--- config.mk ---
export PLATFORM = sky130hd
export DESIGN_NAME = xdwd_parse
export DESIGN_NICKNAME = d
export VERILOG_FILES = /design/src/xdwd_pkg.sv /design/src/xdwd_parse.sv
export SDC_FILE = /design/constraint.sdc
export NUM_CORES = 1
export LEC_CHECK = 0
export BUFFER_PORTS_ARGS = -buffer_cell sky130_fd_sc_hd__buf_2
export CORE_UTILIZATION = 45
export DETAILED_ROUTE_END_ITERATION = 10
export GPL_ROUTABILITY_DRIVEN = 1
export PLACE_DENSITY_LB_ADDON = 0.12
export REMOVE_ABC_BUFFERS = 1
export SLEW_MARGIN = 20
export SYNTH_ARGS = -nofsm -noshare
export SYNTH_HDL_FRONTEND = slang
export SYNTH_SLANG_ARGS = --single-unit
--- constraint.sdc ---
create_clock -name clk -period 8.1 [get_ports clk]
set_input_delay 1.62 -clock clk [delete_from_list [all_inputs] [get_ports clk]]
set_output_delay 1.62 -clock clk [all_outputs]
set_load 0.02 [all_outputs]
--- src/xdwd_pkg.sv ---
// Shared types and constants of the XOR delta word-array decoder.
// No dependencies; imported by the parser and the top level.
package xdwd_pkg;

  // Size of the word store and its address width
  localparam int MAX_WORDS = 136;
  localparam int WORD_AW   = $clog2(MAX_WORDS);

  // Configuration port
  localparam int CFG_IW = 4;
  localparam int CFG_DW = 8;
  localparam logic [CFG_IW-1:0] CFG_BYTE_MODE  = CFG_IW'(0);
  localparam logic [CFG_IW-1:0] CFG_WORD_COUNT = CFG_IW'(1);
  localparam logic [7:0]        WORD_COUNT_RST = 8'd128;

  // Stream codes
  localparam logic [7:0] CMD_END = 8'd255;

  // What a transfer asks of the store and the result stage
  typedef enum logic [2:0] {
    KIND_NONE,
    KIND_LOAD,
    KIND_XOR,
    KIND_END,
    KIND_BAD
  } op_kind_t;

  typedef struct packed {
    op_kind_t    kind;
    logic [7:0]  index;
    logic [31:0] data;
  } op_t;

endpackage

--- src/xdwd_parse.sv ---
// Stream parser: walks command, mask and chunk bytes and issues at most one operation per transfer.
// Depends on xdwd_pkg for op_t and the store size.
module xdwd_parse (
  input  logic            clk,
  input  logic            rst,
  input  logic            accept,
  input  logic            req_type,
  input  logic [7:0]      data_byte,
  input  logic [7:0]      load_index,
  input  logic [31:0]     load_value,
  input  logic            byte_mode,
  input  logic [8:0]      bound,
  output xdwd_pkg::op_t   op
);
  import xdwd_pkg::*;

  localparam logic [1:0] PH_CMD   = 2'd0;
  localparam logic [1:0] PH_MASK  = 2'd1;
  localparam logic [1:0] PH_CHUNK = 2'd2;

  logic [1:0]  phase, phase_next;
  logic [7:0]  cur, cur_next;
  logic [8:0]  mask, mask_next;
  logic [23:0] chunk, chunk_next;
  logic [1:0]  count, count_next;
  logic        done;
  logic [31:0] x;
  logic [7:0]  rest;
  logic [2:0]  pos;
  logic [3:0]  step;

  // Lowest selected word after the current one
  always_comb begin
    rest = mask[8:1];
    pos  = 3'd0;
    for (int i = 7; i >= 0; i--) begin
      if (rest[i]) pos = 3'(i);
    end
    step = {1'b0, pos} + 4'd1;
  end

  // Decode one transfer against the parse state
  always_comb begin
    phase_next = phase;
    cur_next   = cur;
    mask_next  = mask;
    chunk_next = chunk;
    count_next = count;
    done       = 1'b0;
    x          = 32'd0;
    op         = '{kind: KIND_NONE, index: 8'd0, data: 32'd0};
    if (req_type) begin
      if ({1'b0, load_index} < 9'(MAX_WORDS)) begin
        op = '{kind: KIND_LOAD, index: load_index, data: load_value};
      end
    end else begin
      case (phase)
        PH_MASK: begin
          mask_next  = {data_byte, 1'b1};
          phase_next = PH_CHUNK;
        end
        PH_CHUNK: begin
          if ({1'b0, cur} >= bound) begin
            op         = '{kind: KIND_BAD, index: cur, data: 32'd0};
            phase_next = PH_CMD;
            mask_next  = 9'd0;
            chunk_next = 24'd0;
            count_next = 2'd0;
          end else begin
            if (byte_mode) begin
              x          = {24'd0, data_byte};
              done       = 1'b1;
              chunk_next = 24'd0;
              count_next = 2'd0;
            end else if (count == 2'd3) begin
              x          = {data_byte, chunk};
              done       = 1'b1;
              chunk_next = 24'd0;
              count_next = 2'd0;
            end else begin
              case (count)
                2'd0:    chunk_next[7:0]   = data_byte;
                2'd1:    chunk_next[15:8]  = data_byte;
                default: chunk_next[23:16] = data_byte;
              endcase
              count_next = count + 2'd1;
            end
            // Apply the chunk and skip to the next selected word
            if (done) begin
              op = '{kind: KIND_XOR, index: cur, data: x};
              if (rest == 8'd0) begin
                mask_next  = 9'd0;
                cur_next   = cur + 8'd1;
                phase_next = PH_CMD;
              end else begin
                mask_next = mask >> step;
                cur_next  = cur + {4'd0, step};
              end
            end
          end
        end
        default: begin
          phase_next = PH_CMD;
          if (data_byte == CMD_END) begin
            op = '{kind: KIND_END, index: 8'd0, data: 32'd0};
          end else begin
            cur_next   = {1'b0, data_byte[6:0]};
            chunk_next = 24'd0;
            count_next = 2'd0;
            if (data_byte[7]) begin
              phase_next = PH_MASK;
            end else begin
              mask_next  = 9'd1;
              phase_next = PH_CHUNK;
            end
          end
        end
      endcase
    end
  end

  // Advance the parse state on each transfer
  always_ff @(posedge clk) begin
    if (rst) begin
      phase <= PH_CMD;
      cur   <= 8'd0;
      mask  <= 9'd0;
      chunk <= 24'd0;
      count <= 2'd0;
    end else if (accept) begin
      phase <= phase_next;
      cur   <= cur_next;
      mask  <= mask_next;
      chunk <= chunk_next;
      count <= count_next;
    end
  end

endmodule

* Yosys cells after proc, flatten, opt, wreduce, memory -nomap -nowiden
Cells that the tools add are included.
Operators by class: add/sub/neg operators 4, order comparisons 2, equality and inequality tests 15, shift operators 1, mux-type cells 51, bitwise operators 2, reductions and logical operators 10
Operator list (count):
- $mux 24 | 4
- $mux 43 | 2
- $pmux 43 s2 | 1
- $mux 42 | 2
- $mux 32 | 2
- $mux 8 | 7
- $pmux 24 s2 | 1
- $mux 9 | 5
- $mux 41 | 1
- $mux 3 | 8
- $reduce_and 5->1 | 4
- $mux 2 | 9
- $pmux 9 s2 | 1
- $pmux 8 s2 | 1
- $ne 5x4->1 const B | 2
- $ge 8x9->1 | 1
- $shr 9x4->9 | 1
- $add 8x1->8 const B | 1
- $add 8x4->8 | 1
- $eq 8x8->1 const B | 1
- $logic_not 8->1 | 1
- $lt 8x8->1 const B | 1
- $pmux 2 s2 | 2
- $reduce_and 4->1 | 2
- other kinds (14) | 24
Storage, ports and cells: flip-flop bits (word level) 45, input port bits 62, output and inout port bits 43, word-level logic and storage cells 92

* Depth between registers and ports, before layout
Gate-level depths: netlist (run 1).
depth in word-level cells 14, depth in mapped cells 14, depth with buffers taken out 13

* Least setup slack after synthesis (run 1)
No wires, ideal clock.
kind input port to output port, start input port bound[6], end output port op[0] (netlist bit), data arrival time 3.639 ns, data required time 6.480 ns, setup slack 2.841 ns, cell stages on the path 9, path buffers 2, cells stage by stage inv_1 ha_1 and4b_4 o2bb2ai_1 a41o_1 buf_4 or3_1 clkbuf_1 o21ai_0
RTL lines:
- start, declared | line xdwd_parse.sv:12 | input logic [8:0] bound,
- end, declared | line xdwd_parse.sv:13 | output xdwd_pkg::op_t op

==> out/summary.txt, run 1 <==
Placement-stage worst setup slack -> 2.25 ns
Number of enable-type register cells in the synthesized netlist -> 0
Synth area leader -> dfxtp_1
Largest fanout of any net on the critical path -> 15
Final weighted congestion in routability-driven placement -> 0.829
Cells after Synth -> 389
WHS -> 0.485 ns
Buffers inserted by post-CTS timing repair -> 0
Per-cell routed wire length -> 15.5 um
Share of post-route cells with drive strength above 1 -> 32.0%
Crit path arrival time -> 4.00 ns
Antenna violations before repair -> 0
Setup repair after global routing missed its margin -> no
Final Power -> 0.507 mW
Leading cell types by total area after synthesis -> dfxtp_1 26%, a22o_1 9.9%, ha_1 6.3%
Fraction of power consumed by sequential logic -> 44.4%
Setup violations, final -> 0
Number of ports placed on the die boundary -> 105
Synth Register Bits -> 44
First-iteration detailed-routing DRC count -> 175
Post-synthesis async set-or-reset flop share -> 0%
Psw -> 0.152 mW
Routed wire length -> 8920 um
Outcome -> complete, no violations
Leak -> 1.78 nW
Area share of the largest cell type after synthesis -> 26.2%
TNS Setup -> 0 ns
Element type at the critical path end -> primary output
Number of iterations in the first detailed-routing pass -> 4
Post-synth top cells -> 44 x dfxtp_1, 38 x a22o_1, 25 x nand2_1
Most common flop cell mapped by yosys -> dfxtp_1
Final Core Density -> 55.4%
Combinational cell fraction of total power -> 21.4%
Clock buffer count from CTS -> 5
Peak Freq -> 178 MHz
Avg Inst Size Synth -> 8.63 sq um
DRC violations left -> 0
Kind of critical path -> input port to primary output
N_diodes -> 0
Layout-stage area growth over the synthesis result -> 19.1%
Number of different library cells in the post-synthesis netlist -> 72
VDD IR max -> 0.0631 mV
Bufs on Longest Clock Path -> 2
Clock latency of the later-clocked register in the worst-skew pair -> 0.30 ns
Overall die height -> 88.4 um
Clk_skew -> 0.00698 ns
Syn. warnings -> 0
Antenna Nets Post-Route -> 0
# clock sinks -> 44
Count of port buffers added during placement -> 104
Final Cycle Share -> 69.4%
Clock tree from TritonCTS -> built
P_int -> 0.356 mW
Num rows -> 31
Number of vias per cell after detailed routing -> 5.76
Sequential cell area fraction in the yosys report -> 26.2%
Global-route wire length before repair -> 13800 um
Setup crit start kind -> input port
Number of global-route vias before repair -> 2749
Final Max Tran Viols -> 0
Remaining max-slew budget at the tightest pin -> 45.4%
H-tree levels -> 2
Final layout net count -> 554
Clk root buf -> clkbuf_8
Largest net degree at the start of global routing -> 38
GRT Residual Overflow -> 0
Tot GR Track Use -> 22.5%
Required arrival time at the worst endpoint -> 6.48 ns
Count of hold-fix buffers inserted at cts -> 0
Cell Pwr Density -> 127 nW/um^2
Worst-margin pin slew -> 0.819 ns
Count of endpoints failing hold in the final timing report -> 0
Final critical path time including I/O delays and setup -> 5.62 ns
Clock share of power -> 34.3%
Via count of the routed design -> 3309
Worst-path clk slew -> 0.09 ns
Die width -> 88.4 um
Resize count post-CTS -> 0
Total core area -> 7210 sq um
Setup ws final -> 2.48 ns
# Max-Cap Violations -> 0
HPWL Detailed -> 6390 um
Worst hold-check path type -> flop to flop
Post-synthesis instance area -> 3360 sq um
Full die area -> 7810 sq um
Most common cell in the netlist -> dfxtp_1
Initial core utilization -> 46.5%
Share of total power consumed by net switching -> 29.9%
[layout by cell type (no fill, tap or decap), drive strengths merged, types with 7 or more instances in the layout]
cell type	netlist	routed
a211oi	7	7
a21oi	18	18
a22o	38	38
a31o	16	16
buf	15	106
dfxtp	44	44
ha	17	17
inv	25	26
mux2i	12	12
nand2	26	26
nand3	7	7
nor2	22	22
nor2b	8	8
nor3b	18	18
o21ai	20	20
[logic make-up (layout without fill, tap and decap cells)]
logic type                 after synthesis  after routing  share of synthesized area, %
and+or+nand+nor                        111            111                          20.5
AOI/OAI and AO/OA                      145            145                          34.0
buffers and inverters                   53            139                          6.74
muxes                                   16             16                          5.03
xor gates and xnor gates                 2              2                         0.522
DFF                                     44             44                          26.2
adders and majority gates               18             18                          6.93
[critical path, stage by stage]
cell and delay, ns:
buf_2 0.07, inv_1 0.03, ha_1 0.30, and4b_4 0.21, o2bb2ai_1 0.16, a41o_1 0.37
nor4b_4 0.60, buf_4 0.32, a22o_1 0.16, buf_2 0.16
[power by group through the flow]
stage	clock [mW]	combinational, mW	sequential [mW]
floorplan	0	0.0640	0.228
global placement	0	0.106	0.230
global route	0.186	0.120	0.226
detailed placement	0	0.108	0.230
finish	0.174	0.108	0.225
CTS	0.176	0.108	0.225
[final timing paths]
| path | from | endpoint | slack (ns) | depth (start not counted) |
|---|---|---|---|---|
| worst min-delay path | phase[1]$_SDFFE_PP0P_ | phase[1]$_SDFFE_PP0P_ | 0.49 | 2 |
| worst max-delay path | bound[6] | op[11] | 2.48 | 10 |
| worst max register to register | mask[1]$_SDFFE_PP0P_ | cur[6]$_SDFFE_PP0P_ | 5.12 | 13 |
| worst min register to register | phase[1]$_SDFFE_PP0P_ | phase[1]$_SDFFE_PP0P_ | 0.49 | 2 |
[stage by stage]
| stage | cell area [sq um] | cells |
|---|---|---|
| 2_1_floorplan | 3230 | 361 |
| 5_1_grt | 4000 | 574 |
| 3_5_place_dp | 3880 | 565 |
| 4_1_cts | 3990 | 573 |
| 3_3_place_gp | 3880 | 565 |
| 6_report | 4000 | 574 |
[sequential cells by signal (all words and copies together) (netlist names)]
name   flops
chunk     24
cur        8
mask       8
count      2
phase      2
[per-layer routing]
metal / global-route usage [%] / wire length (um) / share of wire (%) / up-vias
li1: - / - / - / 1651
met1: 31.5 / 4210 / 47 / 1568
met2: 36.7 / 4250 / 48 / 81
met3: 3.92 / 385 / 4.3 / 9
met4: 4.11 / 73 / 0.82 / 0
met5: 0 / 0 / 0 / -
[final cells by class]
type	count	area (sq um)
Inverter	25	93.8
Tap cell	99	124
Timing Repair Buffer	106	536
Clock buffer	5	68.8
Fill cell	725	3210
Sequential cell	44	881
Clock inverter	3	46.3
Multi-Input combinational cell	292	2250
(Power assumes the default switching activity.)
==> run 2: changes to the inputs <==
ABC_AREA = 1   (was not set)
clock period = 5.1 ns   (was 8.1 ns; I/O delays follow)
==> run 2 against run 1 <==
Critical path type unchanged. Core utilization decreased by 0.56 points. Sequential share of layout area down 1.4 points. Wire length grew 27%. Combinational power grew to 2.6 times the previous value. Cell count increased by 37%.
==> out/summary.txt, run 2 <==
Setup crit start kind -> input port
Final critical path time including I/O delays and setup -> 4.00 ns
Setup repair after global routing missed its margin -> no
P_int -> 0.569 mW
Commonest non-fill, non-tap cell in the layout -> buf_2
Setup violations, final -> 0
Clock tree from TritonCTS -> built
GRT Residual Overflow -> 0
Most common flop cell mapped by yosys -> dfxtp_1
Share of post-route cells with drive strength above 1 -> 20.8%
Number of different library cells in the post-synthesis netlist -> 42
Max FFs per register -> 24
Cells after Synth -> 594
Number of enable-type register cells in the synthesized netlist -> 0
Synth Register Bits -> 44
Syn. warnings -> 0
Avg Inst Size Synth -> 6.12 sq um
Largest fanout of any net on the critical path -> 22
Tot GR Track Use -> 27.2%
Via count of the routed design -> 4193
Final layout net count -> 763
Number of vias per cell after detailed routing -> 5.33
Highest-count cells in the layout ignoring fill and taps -> 104 x buf_2, 100 x nand2_1, 81 x nor2_1
Placement-stage worst setup slack -> 1.15 ns
Initial core utilization -> 46.8%
Remaining max-slew budget at the tightest pin -> 37.8%
Num rows -> 32
Count of endpoints failing hold in the final timing report -> 0
H-tree levels -> 2
VDD IR max -> 0.104 mV
Clock latency of the later-clocked register in the worst-skew pair -> 0.30 ns
Post-synth top cells -> 100 x nand2_1, 81 x nor2_1, 78 x inv_1
Count of fill cells added during filler insertion -> 871
Buffers inserted by post-CTS timing repair -> 0
Share of total power consumed by net switching -> 36.4%
Global-route wire length before repair -> 18300 um
Total core area -> 7770 sq um
Full die area -> 8440 sq um
Register with the most flip-flops -> chunk
Crit path arrival time -> 2.98 ns
Area share of the largest cell type after synthesis -> 24.2%
Peak Freq -> 250 MHz
Leak -> 2.05 nW
First-iteration detailed-routing DRC count -> 253
Overall die height -> 91.9 um
Routed wire length -> 11300 um
Leading cell types by total area after synthesis -> dfxtp_1 24%, nand3_1 11%, nand2_1 10%
Layout-stage area growth over the synthesis result -> 17.2%
Bufs on Longest Clock Path -> 2
Final Cycle Share -> 78.4%
Count of port buffers added during placement -> 104
Combinational cell fraction of total power -> 31.1%
Clock buffer count from CTS -> 5
Largest net degree at the start of global routing -> 42
Worst-path clk slew -> 0.08 ns
Antenna Nets Post-Route -> 0
Sequential cell area fraction in the yosys report -> 24.2%
# Max-Cap Violations -> 0
Post-synthesis instance area -> 3640 sq um
Top flop regs -> chunk (24), cur (8), mask (8)
Synth area leader -> dfxtp_1
Fraction of power consumed by sequential logic -> 42.7%
DRC violations left -> 0
Clk root buf -> clkbuf_8
Clock share of power -> 26.2%
Number of ports placed on the die boundary -> 105
Die width -> 91.9 um
Antenna violations before repair -> 0
Count of hold-fix buffers inserted at cts -> 0
Number of global-route vias before repair -> 3916
Post-synthesis async set-or-reset flop share -> 0%
N_diodes -> 0
# clock sinks -> 44
Worst hold-check path type -> flop to flop
Setup ws final -> 1.10 ns
Number of iterations in the first detailed-routing pass -> 7
Kind of critical path -> input port to primary output
Outcome -> complete, no violations
Required arrival time at the worst endpoint -> 4.08 ns
Final weighted congestion in routability-driven placement -> 0.942
Per-cell routed wire length -> 14.4 um
Cell Pwr Density -> 210 nW/um^2
Final Power -> 0.895 mW
Worst-margin pin slew -> 0.932 ns
HPWL Detailed -> 8770 um
Clk_skew -> 0.0105 ns
Final Max Tran Viols -> 0
Most common cell in the netlist -> nand2_1
Psw -> 0.326 mW
Element type at the critical path end -> primary output
Resize count post-CTS -> 0
[run 2: cell count changes after synthesis, sizes merged, moves of 38 or more]
cell	previous run	this run
nand2	26	104
nand3	7	80
nor2	22	85
inv	25	86
o21ai	20	71
a22o	38	0
[run 2: final timing paths]
check | start | to | slack, ns | cells past startpoint
min | chunk[3]$_SDFFE_PP0P_ | chunk[3]$_SDFFE_PP0P_ | 0.49 | 2
max | bound[4] | op[15] | 1.10 | 12
min reg2reg | chunk[3]$_SDFFE_PP0P_ | chunk[3]$_SDFFE_PP0P_ | 0.49 | 2
max reg2reg | mask[7]$_SDFFE_PP0P_ | cur[6]$_SDFFE_PP0P_ | 2.48 | 18
[run 2: kinds of logic (layout without fill, tap and decap cells)]
group	Yosys count	in the layout	share of synthesized area, %
simple gates	288	288	35.3
buf+inv	113	203	13.2
mux	1	1	0.275
fa+ha+maj	18	18	6.40
compound gates	126	126	19.6
flops	44	44	24.2
xor+xnor	4	4	0.963
[run 2: stage by stage]
| step | util (%) | area [sq um] | TNS, ns | hold slack [ns] | cells |
|---|---|---|---|---|---|
| after floorplan | - | 3480 | -14.89 | 0.440 | 568 |
| after global placement | 53.7 | 4170 | 0 | 0.458 | 778 |
| after detailed placement | 53.7 | 4170 | 0 | 0.474 | 778 |
| after CTS | 54.9 | 4260 | 0 | 0.493 | 786 |
| after global routing | 54.9 | 4260 | 0 | 0.514 | 786 |
| final | 54.9 | 4260 | 0 | 0.488 | 786 |
[run 2: final cells by class]
cell class	count	area, sq um	share of cell area (%)
clock buffers	7	86.3	2.03
well taps	102	128	2.99
clock inverters	1	7.51	0.176
repair buffers	108	551	12.9
flip-flops and latches	44	881	20.7
inverters	87	327	7.66
multi-input cells	437	2280	53.6
[run 2: per-layer routing]
metal / up-vias / global-route usage (%) / part of all wire, %
met1: 1916 / 35.2 / 46
met3: 24 / 5.47 / 5.5
met4: 0 / 8.85 / 2.5
li1: 2137 / - / -
met5: - / 0 / 0
met2: 116 / 45.0 / 46
[run 2: power groups by stage]
stage	Combinational (mW)	Sequential [mW]	Clock (mW)
3_3_place_gp	0.271	0.390	0
3_5_place_dp	0.275	0.390	0
2_1_floorplan	0.182	0.385	0
6_report	0.278	0.382	0.234
4_1_cts	0.276	0.382	0.238
5_1_grt	0.314	0.385	0.248
[run 2: worst max-delay path, stage by stage]
cell     delay [ns]
buf_2          0.08
inv_1          0.04
ha_1           0.33
a21oi_1        0.13
o21ai_1        0.09
a21oi_1        0.13
nand3_1        0.18
nor2_1         0.22
nand3_1        0.16
buf_4          0.24
o21ai_0        0.17
buf_2          0.19
